`src/rtl/pmc_pkg.sv`:
```
// pmc_pkg: shared types, register indexes and default constants for the PID move controller.
// No dependencies; every other file in rtl/ imports this package.
package pmc_pkg;

	// defaults for the top-level parameters
	localparam int SETTLE_COUNT_DEF   = 20;
	localparam int POS_BITS_DEF       = 24;
	localparam int GAIN_FRAC_BITS_DEF = 8;

	localparam int GAIN_BITS     = 16;
	localparam int INTEG_BITS    = 17;
	localparam int COUNT_BITS    = 8;
	localparam int ELAPSED_BITS  = 16;
	localparam int OLIM_BITS     = 7;
	localparam int DRIVE_BITS    = 8;
	localparam int CFG_IDX_BITS  = 3;
	localparam int CFG_DATA_BITS = 16;

	// register indexes
	localparam logic [CFG_IDX_BITS-1:0] REG_GAIN_P      = 3'd0;
	localparam logic [CFG_IDX_BITS-1:0] REG_GAIN_I      = 3'd1;
	localparam logic [CFG_IDX_BITS-1:0] REG_GAIN_D      = 3'd2;
	localparam logic [CFG_IDX_BITS-1:0] REG_INT_BAND    = 3'd3;
	localparam logic [CFG_IDX_BITS-1:0] REG_INT_LIMIT   = 3'd4;
	localparam logic [CFG_IDX_BITS-1:0] REG_SETTLE_TOL  = 3'd5;
	localparam logic [CFG_IDX_BITS-1:0] REG_TIMEOUT     = 3'd6;
	localparam logic [CFG_IDX_BITS-1:0] REG_OUTPUT_LIM  = 3'd7;

	// register reset values
	localparam logic [COUNT_BITS-1:0]   SETTLE_TOL_RST  = 8'd3;
	localparam logic [ELAPSED_BITS-1:0] TIMEOUT_RST     = 16'd3000;
	localparam logic [OLIM_BITS-1:0]    OUTPUT_LIM_RST  = 7'd127;

	localparam logic [COUNT_BITS-1:0]   COUNT_MAX       = '1;
	localparam logic [ELAPSED_BITS-1:0] ELAPSED_MAX     = '1;
	localparam logic signed [DRIVE_BITS-1:0] DRIVE_NEG_FULL = 8'sh80;

	typedef struct packed {
		logic [GAIN_BITS-1:0]    gain_p;
		logic [GAIN_BITS-1:0]    gain_i;
		logic [GAIN_BITS-1:0]    gain_d;
		logic [GAIN_BITS-1:0]    integrate_band;
		logic [GAIN_BITS-1:0]    integral_limit;
		logic [COUNT_BITS-1:0]   settle_tolerance;
		logic [ELAPSED_BITS-1:0] timeout_ticks;
		logic [OLIM_BITS-1:0]    output_limit;
	} cfg_t;

	// running move state, all but the previous error
	typedef struct packed {
		logic                          move_done;
		logic [COUNT_BITS-1:0]         settle_count;
		logic [ELAPSED_BITS-1:0]       elapsed_ticks;
		logic signed [INTEG_BITS-1:0]  integral_sum;
	} move_state_t;

	typedef struct packed {
		logic settled;
		logic timed_out;
	} move_flags_t;

endpackage

```
`src/rtl/pmc_if.sv`:
```
// pmc_if: valid/ready channel interfaces for control ticks in and drive results out.
// Depends on pmc_pkg.
interface pmc_in_if #(
	parameter int POS_BITS = pmc_pkg::POS_BITS_DEF
);
	logic                       valid;
	logic                       ready;
	logic                       start_req;
	logic signed [POS_BITS-1:0] setpoint;
	logic signed [POS_BITS-1:0] measured;

	modport source (output valid, output start_req, output setpoint, output measured,
		input ready);
	modport sink (input valid, input start_req, input setpoint, input measured,
		output ready);
endinterface

interface pmc_out_if #(
	parameter int POS_BITS = pmc_pkg::POS_BITS_DEF
);
	import pmc_pkg::*;
	logic                         valid;
	logic                         ready;
	logic signed [DRIVE_BITS-1:0] drive;
	logic signed [POS_BITS:0]     position_error;
	logic                         settled;
	logic                         timed_out;

	modport source (output valid, output drive, output position_error, output settled,
		output timed_out, input ready);
	modport sink (input valid, input drive, input position_error, input settled,
		input timed_out, output ready);
endinterface

```
`src/rtl/pid_move_controller.sv`:
```
// pid_move_controller: top level: config registers, tick input register, move state and
// result register around pmc_core. Depends on pmc_pkg, pmc_if and pmc_core.
//
//  channel  | dir | handshake     | word
//  in_ch    | in  | valid/ready   | start_req, setpoint, measured
//  out_ch   | out | valid/ready   | drive, position_error, settled, timed_out
//  cfg      | in  | cfg_we        | cfg_index, cfg_data
//
// One tick per cycle unless the output stalls: a word is held in the input register,
// the whole tick is worked out from there into the result register, which is offered
// once the tick has left the input register. The move state is updated at that point,
// so the next tick sees it straight away. arst_n resets state, valids and config.
// A stalled output holds its word; one more tick waits in the input register.
module pid_move_controller #(
	parameter int SETTLE_COUNT   = pmc_pkg::SETTLE_COUNT_DEF,
	parameter int POS_BITS       = pmc_pkg::POS_BITS_DEF,
	parameter int GAIN_FRAC_BITS = pmc_pkg::GAIN_FRAC_BITS_DEF
) (
	input  logic                               clk,
	input  logic                               arst_n,
	pmc_in_if.sink                             in_ch,
	pmc_out_if.source                          out_ch,
	input  logic                               cfg_we,
	input  logic [pmc_pkg::CFG_IDX_BITS-1:0]   cfg_index,
	input  logic [pmc_pkg::CFG_DATA_BITS-1:0]  cfg_data
);
	import pmc_pkg::*;

	cfg_t                       cfg_q;
	move_state_t                state_q;
	move_state_t                state_nxt;
	logic signed [POS_BITS:0]   prev_err_q;
	logic signed [POS_BITS:0]   prev_err_nxt;

	logic                       valid_s1;
	logic                       start_s1;
	logic signed [POS_BITS-1:0] setpoint_s1;
	logic signed [POS_BITS-1:0] measured_s1;

	logic                       out_valid_q;
	logic signed [DRIVE_BITS-1:0] drive_q;
	logic signed [POS_BITS:0]   perr_q;
	move_flags_t                flags_q;

	logic signed [DRIVE_BITS-1:0] drive_c;
	logic signed [POS_BITS:0]   perr_c;
	move_flags_t                flags_c;
	logic                       advance;

	assign advance      = valid_s1 && (!out_valid_q || out_ch.ready);
	assign in_ch.ready  = !valid_s1 || advance;

	always_ff @(posedge clk or negedge arst_n) begin
		if (!arst_n) begin
			cfg_q.gain_p           <= '0;
			cfg_q.gain_i           <= '0;
			cfg_q.gain_d           <= '0;
			cfg_q.integrate_band   <= '0;
			cfg_q.integral_limit   <= '0;
			cfg_q.settle_tolerance <= SETTLE_TOL_RST;
			cfg_q.timeout_ticks    <= TIMEOUT_RST;
			cfg_q.output_limit     <= OUTPUT_LIM_RST;
		end else if (cfg_we) begin
			case (cfg_index)
				REG_GAIN_P:     cfg_q.gain_p           <= cfg_data;
				REG_GAIN_I:     cfg_q.gain_i           <= cfg_data;
				REG_GAIN_D:     cfg_q.gain_d           <= cfg_data;
				REG_INT_BAND:   cfg_q.integrate_band   <= cfg_data;
				REG_INT_LIMIT:  cfg_q.integral_limit   <= cfg_data;
				REG_SETTLE_TOL: cfg_q.settle_tolerance <= cfg_data[COUNT_BITS-1:0];
				REG_TIMEOUT:    cfg_q.timeout_ticks    <= cfg_data;
				REG_OUTPUT_LIM: cfg_q.output_limit     <= cfg_data[OLIM_BITS-1:0];
				default: ;
			endcase
		end
	end

	always_ff @(posedge clk or negedge arst_n) begin
		if (!arst_n) begin
			valid_s1 <= 1'b0;
		end else if (in_ch.ready) begin
			valid_s1 <= in_ch.valid;
		end
	end

	always_ff @(posedge clk) begin
		if (in_ch.valid && in_ch.ready) begin
			start_s1    <= in_ch.start_req;
			setpoint_s1 <= in_ch.setpoint;
			measured_s1 <= in_ch.measured;
		end
	end

	pmc_core #(
		.SETTLE_COUNT   (SETTLE_COUNT),
		.POS_BITS       (POS_BITS),
		.GAIN_FRAC_BITS (GAIN_FRAC_BITS)
	) u_core (
		.cfg            (cfg_q),
		.state_cur      (state_q),
		.prev_err_cur   (prev_err_q),
		.start_req      (start_s1),
		.setpoint       (setpoint_s1),
		.measured       (measured_s1),
		.state_nxt      (state_nxt),
		.prev_err_nxt   (prev_err_nxt),
		.drive          (drive_c),
		.position_error (perr_c),
		.flags          (flags_c)
	);

	always_ff @(posedge clk or negedge arst_n) begin
		if (!arst_n) begin
			state_q    <= '0;
			prev_err_q <= '0;
		end else if (advance) begin
			state_q    <= state_nxt;
			prev_err_q <= prev_err_nxt;
		end
	end

	always_ff @(posedge clk or negedge arst_n) begin
		if (!arst_n) begin
			out_valid_q <= 1'b0;
		end else if (advance) begin
			out_valid_q <= 1'b1;
		end else if (out_ch.ready) begin
			out_valid_q <= 1'b0;
		end
	end

	always_ff @(posedge clk) begin
		if (advance) begin
			drive_q <= drive_c;
			perr_q  <= perr_c;
			flags_q <= flags_c;
		end
	end

	assign out_ch.valid          = out_valid_q;
	assign out_ch.drive          = drive_q;
	assign out_ch.position_error = perr_q;
	assign out_ch.settled        = flags_q.settled;
	assign out_ch.timed_out      = flags_q.timed_out;

endmodule

```
`src/rtl/pmc_core.sv`:
```
// pmc_core: one control tick in combinational logic: error, clamped integral, PID sum,
// saturation, settle and timeout tracking. Depends on pmc_pkg.
module pmc_core #(
	parameter int SETTLE_COUNT   = pmc_pkg::SETTLE_COUNT_DEF,
	parameter int POS_BITS       = pmc_pkg::POS_BITS_DEF,
	parameter int GAIN_FRAC_BITS = pmc_pkg::GAIN_FRAC_BITS_DEF
) (
	input  pmc_pkg::cfg_t                    cfg,
	input  pmc_pkg::move_state_t             state_cur,
	input  logic signed [POS_BITS:0]         prev_err_cur,
	input  logic                             start_req,
	input  logic signed [POS_BITS-1:0]       setpoint,
	input  logic signed [POS_BITS-1:0]       measured,
	output pmc_pkg::move_state_t             state_nxt,
	output logic signed [POS_BITS:0]         prev_err_nxt,
	output logic signed [pmc_pkg::DRIVE_BITS-1:0] drive,
	output logic signed [POS_BITS:0]         position_error,
	output pmc_pkg::move_flags_t             flags
);
	import pmc_pkg::*;

	localparam int EW = POS_BITS + 1;
	localparam int DW = POS_BITS + 2;
	localparam int AW = ((EW > INTEG_BITS) ? EW : INTEG_BITS) + 1;
	localparam int MW = (DW > INTEG_BITS) ? DW : INTEG_BITS;
	localparam int PW = MW + GAIN_BITS + 1;
	localparam int SW = PW + 2;

	move_state_t             st;
	logic signed [EW-1:0]    prev_err;
	logic signed [EW-1:0]    err;
	logic [EW-1:0]           mag_err;
	logic                    in_band;
	logic signed [AW-1:0]    int_raw;
	logic signed [AW-1:0]    int_lim;
	logic signed [INTEG_BITS-1:0] int_new;
	logic signed [DW-1:0]    diff;
	logic signed [PW-1:0]    prod_p;
	logic signed [PW-1:0]    prod_i;
	logic signed [PW-1:0]    prod_d;
	logic signed [SW-1:0]    sum;
	logic [SW-1:0]           mag_sum;
	logic [SW-1:0]           mag_shr;
	logic [OLIM_BITS-1:0]    mag_sat;
	logic signed [DRIVE_BITS-1:0] drive_act;
	logic [COUNT_BITS-1:0]   settle_new;
	logic [ELAPSED_BITS-1:0] elapsed_new;
	logic                    settled_new;
	logic                    late;

	always_comb begin
		// a start clears the running state ahead of this tick
		st       = state_cur;
		prev_err = prev_err_cur;
		if (start_req) begin
			st       = '0;
			prev_err = '0;
		end

		err     = EW'(setpoint) - EW'(measured);
		mag_err = err[EW-1] ? EW'(-err) : EW'(err);
		in_band = {{GAIN_BITS{1'b0}}, mag_err} < {{EW{1'b0}}, cfg.integrate_band};

		int_raw = in_band ? (AW'(st.integral_sum) + AW'(err)) : '0;
		int_lim = $signed({{(AW-GAIN_BITS){1'b0}}, cfg.integral_limit});
		if (int_raw > int_lim)
			int_raw = int_lim;
		if (int_raw < -int_lim)
			int_raw = -int_lim;
		int_new = INTEG_BITS'(int_raw);

		diff   = DW'(err) - DW'(prev_err);
		prod_p = PW'($signed({1'b0, cfg.gain_p}) * err);
		prod_i = PW'($signed({1'b0, cfg.gain_i}) * int_new);
		prod_d = PW'($signed({1'b0, cfg.gain_d}) * diff);
		sum    = SW'(prod_p) + SW'(prod_i) + SW'(prod_d);

		// scale on the magnitude so the fraction drop truncates toward zero
		mag_sum = sum[SW-1] ? SW'(-sum) : SW'(sum);
		mag_shr = mag_sum >> GAIN_FRAC_BITS;
		if (mag_shr > SW'(cfg.output_limit))
			mag_sat = cfg.output_limit;
		else
			mag_sat = mag_shr[OLIM_BITS-1:0];
		drive_act = sum[SW-1] ? -$signed({1'b0, mag_sat}) : $signed({1'b0, mag_sat});

		// error is always wider than the tolerance
		settle_new = st.settle_count;
		if (mag_err <= EW'(cfg.settle_tolerance) && st.settle_count != COUNT_MAX)
			settle_new = st.settle_count + 1'b1;
		settled_new = settle_new >= COUNT_BITS'(SETTLE_COUNT);
		late        = st.elapsed_ticks > cfg.timeout_ticks;
		elapsed_new = (st.elapsed_ticks != ELAPSED_MAX) ? st.elapsed_ticks + 1'b1
			: st.elapsed_ticks;

		position_error = err;
		if (st.move_done) begin
			// frozen: hold state, drive off, flags against the current registers
			state_nxt       = st;
			prev_err_nxt    = prev_err;
			drive           = '0;
			flags.settled   = st.settle_count >= COUNT_BITS'(SETTLE_COUNT);
			flags.timed_out = late;
		end else begin
			state_nxt.move_done     = settled_new || late;
			state_nxt.settle_count  = settle_new;
			state_nxt.elapsed_ticks = elapsed_new;
			state_nxt.integral_sum  = int_new;
			prev_err_nxt            = err;
			drive                   = drive_act;
			flags.settled           = settled_new;
			flags.timed_out         = elapsed_new > cfg.timeout_ticks;
		end
	end

endmodule

```
`src/flat_wrapper.sv`:
```
// flat-port wrapper written by rule: the top's interface ports become plain ports
module pid_move_controller_flat import pmc_pkg::*;
#(
	parameter int SETTLE_COUNT   = pmc_pkg::SETTLE_COUNT_DEF,
	parameter int POS_BITS       = pmc_pkg::POS_BITS_DEF,
	parameter int GAIN_FRAC_BITS = pmc_pkg::GAIN_FRAC_BITS_DEF
)
  (clk, arst_n, cfg_we, cfg_index, cfg_data, in_ch_valid, in_ch_start_req, in_ch_setpoint, in_ch_measured, in_ch_ready, out_ch_valid, out_ch_drive, out_ch_position_error, out_ch_settled, out_ch_timed_out, out_ch_ready);
  pmc_in_if #(.POS_BITS(POS_BITS)) in_ch_i ();
  pmc_out_if #(.POS_BITS(POS_BITS)) out_ch_i ();
  input  logic clk;
  input  logic arst_n;
  input  logic cfg_we;
  input  logic [pmc_pkg::CFG_IDX_BITS-1:0] cfg_index;
  input  logic [pmc_pkg::CFG_DATA_BITS-1:0] cfg_data;
  input wire logic [$bits(in_ch_i.valid)-1:0] in_ch_valid;
  input wire logic [$bits(in_ch_i.start_req)-1:0] in_ch_start_req;
  input wire logic [$bits(in_ch_i.setpoint)-1:0] in_ch_setpoint;
  input wire logic [$bits(in_ch_i.measured)-1:0] in_ch_measured;
  output wire logic [$bits(in_ch_i.ready)-1:0] in_ch_ready;
  output wire logic [$bits(out_ch_i.valid)-1:0] out_ch_valid;
  output wire logic [$bits(out_ch_i.drive)-1:0] out_ch_drive;
  output wire logic [$bits(out_ch_i.position_error)-1:0] out_ch_position_error;
  output wire logic [$bits(out_ch_i.settled)-1:0] out_ch_settled;
  output wire logic [$bits(out_ch_i.timed_out)-1:0] out_ch_timed_out;
  input wire logic [$bits(out_ch_i.ready)-1:0] out_ch_ready;
  assign in_ch_i.valid = in_ch_valid;
  assign in_ch_i.start_req = in_ch_start_req;
  assign in_ch_i.setpoint = in_ch_setpoint;
  assign in_ch_i.measured = in_ch_measured;
  assign in_ch_ready = in_ch_i.ready;
  assign out_ch_valid = out_ch_i.valid;
  assign out_ch_drive = out_ch_i.drive;
  assign out_ch_position_error = out_ch_i.position_error;
  assign out_ch_settled = out_ch_i.settled;
  assign out_ch_timed_out = out_ch_i.timed_out;
  assign out_ch_i.ready = out_ch_ready;
  pid_move_controller #(.SETTLE_COUNT(SETTLE_COUNT), .POS_BITS(POS_BITS), .GAIN_FRAC_BITS(GAIN_FRAC_BITS)) u_core (.clk(clk), .arst_n(arst_n), .in_ch(in_ch_i), .out_ch(out_ch_i), .cfg_we(cfg_we), .cfg_index(cfg_index), .cfg_data(cfg_data));
endmodule
```
`config.mk`:
```
export PLATFORM = sky130hd
export DESIGN_NAME = pid_move_controller_flat
export DESIGN_NICKNAME = d
export VERILOG_FILES = /design/src/rtl/pmc_pkg.sv /design/src/rtl/pmc_if.sv /design/src/rtl/pid_move_controller.sv /design/src/rtl/pmc_core.sv /design/src/flat_wrapper.sv
export SDC_FILE = /design/constraint.sdc
export NUM_CORES = 2
export LEC_CHECK = 0
export ABC_AREA = 0
export BUFFER_PORTS_ARGS = -buffer_cell sky130_fd_sc_hd__buf_2
export CAP_MARGIN = 40
export CORE_AREA = 2 2 466 329
export DETAILED_ROUTE_END_ITERATION = 8
export DIE_AREA = 0 0 468 331
export PLACE_DENSITY = 0.59
export SYNTH_ARGS = -nofsm -noshare
export SYNTH_HDL_FRONTEND = slang
export SYNTH_SLANG_ARGS = --single-unit
```
`constraint.sdc`:
```
create_clock -name clk -period 21.5 [get_ports clk]
set_clock_uncertainty 0.05 [all_clocks]
set_input_delay 1.075 -clock clk [delete_from_list [all_inputs] [get_ports clk]]
set_output_delay 1.075 -clock clk [all_outputs]
set_load 0.01 [all_outputs]
```
Yosys cells after proc, flatten, opt, wreduce, memory -nomap -nowiden
Index checks and enable logic that the tools add are counted.
- flip-flop bits (word level): 264
- input bits: 73
- output and inout bits: 37
- word-level logic and storage cells: 91
- add/subtract/negate cells: 11
- multiply operators: 3
- $lt $le $gt $ge: 9
- equality and inequality tests: 9
- muxes and demuxes: 16
- bitwise operators: 1
- reductions and logical operators: 19
- operator list (cell ; number):
    $mux 42 ; 2
    $mux 25 ; 3
    $mux 26 ; 2
    $mux 45 ; 1
    $neg 44->45 ; 1
    $add 43x43->44 ; 1
    $add 42x34->43 ; 1
    $mul 17x26->43 ; 1
    $mul 17x25->42 ; 1
    $gt 37x7->1 ; 1
    $mul 17x17->34 ; 1
    $gt 16x16->1 ; 2
    $add 17x25->26 ; 1
    $gt 26x17->1 ; 1
    $lt 26x26->1 ; 1
    $neg 16->26 ; 1
    $sub 25x25->26 ; 1
    $le 25x8->1 ; 1
    $lt 25x16->1 ; 1
    $neg 25->25 ; 1
    $sub 24x24->25 ; 1
    $mux 17 ; 1
    $add 16x1->16 const B ; 1
    $ge 8x5->1 const B ; 2
    other kinds (20) ; 38

Longest topological paths before layout
- depth in word-level cells: 18
- gate-level depth with buffers: 113
- gate-level depth less buffers: 101

Modules after synthesis
From an unflattened synthesis, not the netlist that was laid out.
- cells, all modules: 6400
- area total of the unflattened synthesis: 59639.7 um^2
- modules (own cells, without submodules) (module ; instances ; cells each ; area an instance (um^2) ; seq. area each (um^2)):
    pmc_core ; 1 ; 5924 ; 50302.0 ; 0.0
    pid_move_controller ; 1 ; 476 ; 9337.7 ; 7046.8

Worst setup path before layout
OpenSTA, ideal clock, no wires.
- path kind: register -> register
- start: register u_core.setpoint_s1[7]
- end: register u_core.drive_q[4] (netlist: u_core.out_ch.drive[4]) (data pin)
- arrival time: 21599 ps
- data required time: 21291 ps
- slack: -308 ps
- stages on the path, launching flop included: 107
- path buffers: 12
- cell sequence: edfxtp_1 ha_1 buf_2 a21o_1 or3_1 o211ai_2 a211oi_1 or3_1 o211a_1 inv_1 buf_2 buf_1 o21ai_0 ha_1 a21o_1 a21oi_1 nor2b_1 o21ai_0 [71 not listed] o21ai_0 nand2b_1 a21oi_1 o22ai_1 a41oi_1 o221ai_1 a2111oi_0 o2111ai_1 nor3_2 buf_4 mux2i_1 ha_1 inv_1 o311ai_0 o41ai_1 nor2_1 nand2_1 a22oi_1
- longest elaborated chain between the ends: 18
- elaborated cells on any way between the ends: 22
- RTL lines (item ; RTL line ; RTL):
    start, declared ; pid_move_controller.sv:37 ; logic signed [POS_BITS-1:0] setpoint_s1;
    start signal, assigned ; pid_move_controller.sv:89 ; setpoint_s1 <= in_ch.setpoint;
    $sub 24x24->25 (*) ; pmc_core.sv:60 ; err = EW'(setpoint) - EW'(measured);
    via u_core.perr_c[24] ; pid_move_controller.sv:46 ; logic signed [POS_BITS:0] perr_c;
    $neg 25->25 ; pmc_core.sv:61 ; mag_err = err[EW-1] ? EW'(-err) : EW'(err);
    $mux 25 ; pmc_core.sv:61 ;
    $lt 25x16->1 ; pmc_core.sv:62 ; in_band = {{GAIN_BITS{1'b0}}, mag_err} < {{EW{1'b0}}, cfg.integrate_band};
    $mux 26 ; pmc_core.sv:64 ; int_raw = in_band ? (AW'(st.integral_sum) + AW'(err)) : '0;
    $gt 26x17->1 ; pmc_core.sv:66 ; if (int_raw > int_lim)
    $mux 26 ; pmc_core.sv:66 ;
    [3 not listed] ; - ;
    $add 42x34->43 ; pmc_core.sv:76 ; sum = SW'(prod_p) + SW'(prod_i) + SW'(prod_d);
    $add 43x43->44 (*) ; pmc_core.sv:76 ;
    $neg 44->45 ; pmc_core.sv:79 ; mag_sum = sum[SW-1] ? SW'(-sum) : SW'(sum);
    $mux 45 ; pmc_core.sv:79 ;
    $gt 37x7->1 ; pmc_core.sv:81 ; if (mag_shr > SW'(cfg.output_limit))
    $mux 7 ; pmc_core.sv:81 ;
    $neg 7->8 ; pmc_core.sv:85 ; drive_act = sum[SW-1] ? -$signed({1'b0, mag_sat}) : $signed({1'b0, mag_sat});
    $mux 7 (*) ; pmc_core.sv:85 ;
    end signal, assigned ; pid_move_controller.sv:134 ; drive_q <= drive_c;
    end, declared ; pid_move_controller.sv:41 ; logic signed [DRIVE_BITS-1:0] drive_q;
The timed path passes the listed nets; every way through them passes the cells marked *.
A chain may end at the register's enable or synchronous reset.

Final worst setup path
- start: register u_core.setpoint_s1[2]
- end: register u_core.drive_q[4] (netlist: u_core.out_ch.drive[4]) (data pin)
- longest elaborated chain between the ends: 18
- elaborated cells on any way between the ends: 22
- RTL lines (item ; RTL line ; RTL):
    $sub 24x24->25 (*) ; pmc_core.sv:60 ;
    $neg 25->25 ; pmc_core.sv:61 ;
    $mux 25 ; pmc_core.sv:61 ;
    $lt 25x16->1 ; pmc_core.sv:62 ;
    $mux 26 ; pmc_core.sv:64 ;
    $gt 26x17->1 ; pmc_core.sv:66 ;
    $mux 26 ; pmc_core.sv:66 ;
    $lt 26x26->1 ; pmc_core.sv:68 ; if (int_raw < -int_lim)
    [2 not listed] ; - ;
    $add 42x34->43 ; pmc_core.sv:76 ;
    $add 43x43->44 (*) ; pmc_core.sv:76 ;
    $neg 44->45 ; pmc_core.sv:79 ;
    $mux 45 ; pmc_core.sv:79 ;
    $gt 37x7->1 ; pmc_core.sv:81 ;
    $mux 7 ; pmc_core.sv:81 ;
    $neg 7->8 ; pmc_core.sv:85 ;
    $mux 7 (*) ; pmc_core.sv:85 ;
Mark *: on every way between the ends. The rest lies on a longest branch, timed or not.

==> flow_summary.ini <==
[timing]
slew_headroom = 0.334
fmax_mhz = 48.3
drv_slew = 0
setup_viol = 0
hold_slack_ns = 0.410
hold_viol = 0
period_needed_ns = 20.70
final.setup.tns_ns = 0
worst_pin_slew_ns = 0.999
period_share = 0.963

[cells_and_area]
register_area_um2 = 7050
area_growth_pct = 11.1
post-route-util = 0.443
drive_above_1_share = 0.123
multi_input_area_um2 = 47100
fillers = 14600
stdcell_count = 8727
final_nets = 8416

[critical_path]
path_buf_inv = 11
cpMaxStageDelayCell = o221ai_1
r2r_slack_ns = 0.80
cpLargestDelayFamily = adder cells
cp_max_fo = 8
worst_setup_path_start_kind = register
crit_arrival_ns = 21.14
end_kind = register
crit_start = u_core.setpoint_s1[2]
critPathKind = register to register
max_stage_delay_ns = 0.59
r2r_start = u_core.setpoint_s1[2]
worstPathRequired_ns = 21.94

[detailed_routing]
wl_met1_mm = 91.4
routed_via_density = 5.31
wl_mm = 197
top_layer = met5
drtIter0Drc = 4407
wl_per_cell_um = 22.6
antenna_left = 0
vias = 46300
drt-pass1-iter-count = 6
wl_met2_mm = 78.8
wl_met3_mm = 21.9
drc_errors = 0

[clocking]
clkSinkCount = 264
cts_inserted_buffers = 28
clock_latency_ns = 0.65
cts_tree = yes
hold_buffers = 0
htreeDepth = 1
root_buffer = clkbuf_16
clk_pin_slew_ns = 0.10
clockBufferDepth = 3

[synth]
synth_cells = 6502
syn_nets = 8215
ys.flop_type = dfrtp_1
syn_avg_cell_area_um2 = 9.21
ys_warn_count = 0
yosysSeqAreaShare = 0.118
synth_cell_types = 107
async_flop_share = 0.682
netlist_area_um2 = 59900
ys_ff_latch = 264
synth-edff-count = 84

[global_routing]
grt-ovfl-total = 0
antenna_found_initial = 11
grt_first_pass_wirelength_mm = 303
grt_pass1_vias = 47900
grt_max_degree = 68
grt.total_usage = 0.259

[place]
io_buffers = 109
place.gp.congestion = 0.970
dp.cells = 8620
place_hpwl_mm = 161

[hold_path]
hp-class = input port to async pin

[floorplanning]
dieArea_um2 = 155000
core_area_um2 = 150000
die_width_um = 468
die_h_um = 331
start_util = 0.399
row_count = 119
ios = 110

[outcome]
status = finished clean

[run]
max_cap_viol_count = 0
[layout by cell type (no fill, tap or decap), types with 65 or more instances in the layout]
cell      instances
mux2_2          117
and2_1          410
a21oi_1         136
nor3_1           66
dfrtp_1         164
edfxtp_1         84
nor2_1          159
inv_1          1442
nand2_1         850
buf_4           289
nor2b_1          97
o21ai_0         118
nand2b_1         65
xnor2_1          93
fa_1           1151
ha_1            468
buf_2           110
[routing by layer]
| metal | global-route usage | vias to the layer above |
|---|---|---|
| li1 | - | 20400 |
| met1 | 0.400 | 23500 |
| met2 | 0.364 | 2127 |
| met3 | 0.0624 | 254 |
| met4 | 0.0549 | 6 |
| met5 | 0 | - |
[cell type report]
| cell class | count | area share |
|---|---|---|
| multi-input cells | 4519 | 0.708 |
| clock buffers | 34 | 0.0118 |
| well taps | 1996 | 0.0375 |
| diodes | 6 | 0.000226 |
| clock inverters | 18 | 0.00365 |
| flip-flops and latches | 264 | 0.106 |
| inverters | 1449 | 0.0818 |
| repair buffers | 441 | 0.0514 |
[path summary, 6_finish.rpt]
path | endpoint | cells past startpoint
max | u_core.out_ch.drive[4] | 95
min | u_core.out_ch.valid | 1
min in group clk | u_core.state_q[18] | 2
min reg2reg | u_core.state_q[18] | 2
max in group asynchronous | u_core.cfg_q[85] | 2
max reg2reg | u_core.out_ch.drive[4] | 95
[cell families after synthesis]
family,Yosys count,share of synthesized area
and+or+nand+nor,1966,0.163
buffers and inverters,1719,0.110
adders and majority gates,1640,0.489
AOI/OAI and AO/OA,624,0.0712
DFF,264,0.118
muxes,152,0.0299
xor gates and xnor gates,137,0.0202
[worst reg2reg max path, delay by kind of cell, from the launching register on]
kind / cells / cell delay, ns
AND/OR/NAND/NOR: 36 / 6.06
buffers and inverters: 11 / 1.68
AO/OA/AOI/OAI: 27 / 4.51
multiplexers: 3 / 0.87
adder cells (fa/ha/maj): 16 / 6.61
flip-flops: 1 / 0.38
XOR/XNOR: 2 / 0.38
[through the flow]
step | worst slack, ns | area (um2)
floorplan | 0.000238 | 59900
global placement | -0.610 | 64100
detailed placement | -0.617 | 64200
CTS | 0.00668 | 65500
global route | -0.136 | 66500
finish | 0.800 | 66600
[what timing repair did]
item | in CTS | in global routing
endpoints found under the hold margin | 0 | 0
pin swaps | 4 | 81
gates cloned | 1 | 4
resized for setup | 29 | 138
setup endpoints to repair | 8 | 8
setup buffers | 7 | 38
[Yosys cell counts (all sizes together), types with 38 or more instances]
master,number,share of area
dfrtp,164,0.069
edfxtp,84,0.042
o21ai,132,0.011
and2,413,0.043
nand3,56,0.0047
a21o,64,0.0080
nor3,73,0.0062
a21oi,150,0.013
nor2b,99,0.010
inv,1448,0.091
nor2,180,0.012
nand4,43,0.0046
nand2b,66,0.0069
and3,45,0.0047
clkbuf,219,0.014
ha,476,0.099
buf,51,0.0052
fa,1164,0.39
nand2,859,0.054
xnor2,99,0.014
mux2,117,0.022
xor2,38,0.0057
[registers in the layout, summed over array words and instances, names as in the netlist]
name and cells:
u_core.cfg_q 111, u_core.valid_s1 1, u_core.setpoint_s1 24, u_core.measured_s1 24, u_core.prev_err_q 25, u_core.start_s1 1, u_core.out_ch.valid 1, u_core.out_ch.position_error 25
u_core.state_q 42, u_core.out_ch.timed_out 1, u_core.out_ch.settled 1, u_core.out_ch.drive 8
Power is not shown: default switching activity piles up to over one toggle a cycle in this logic, so the estimate is an artifact.
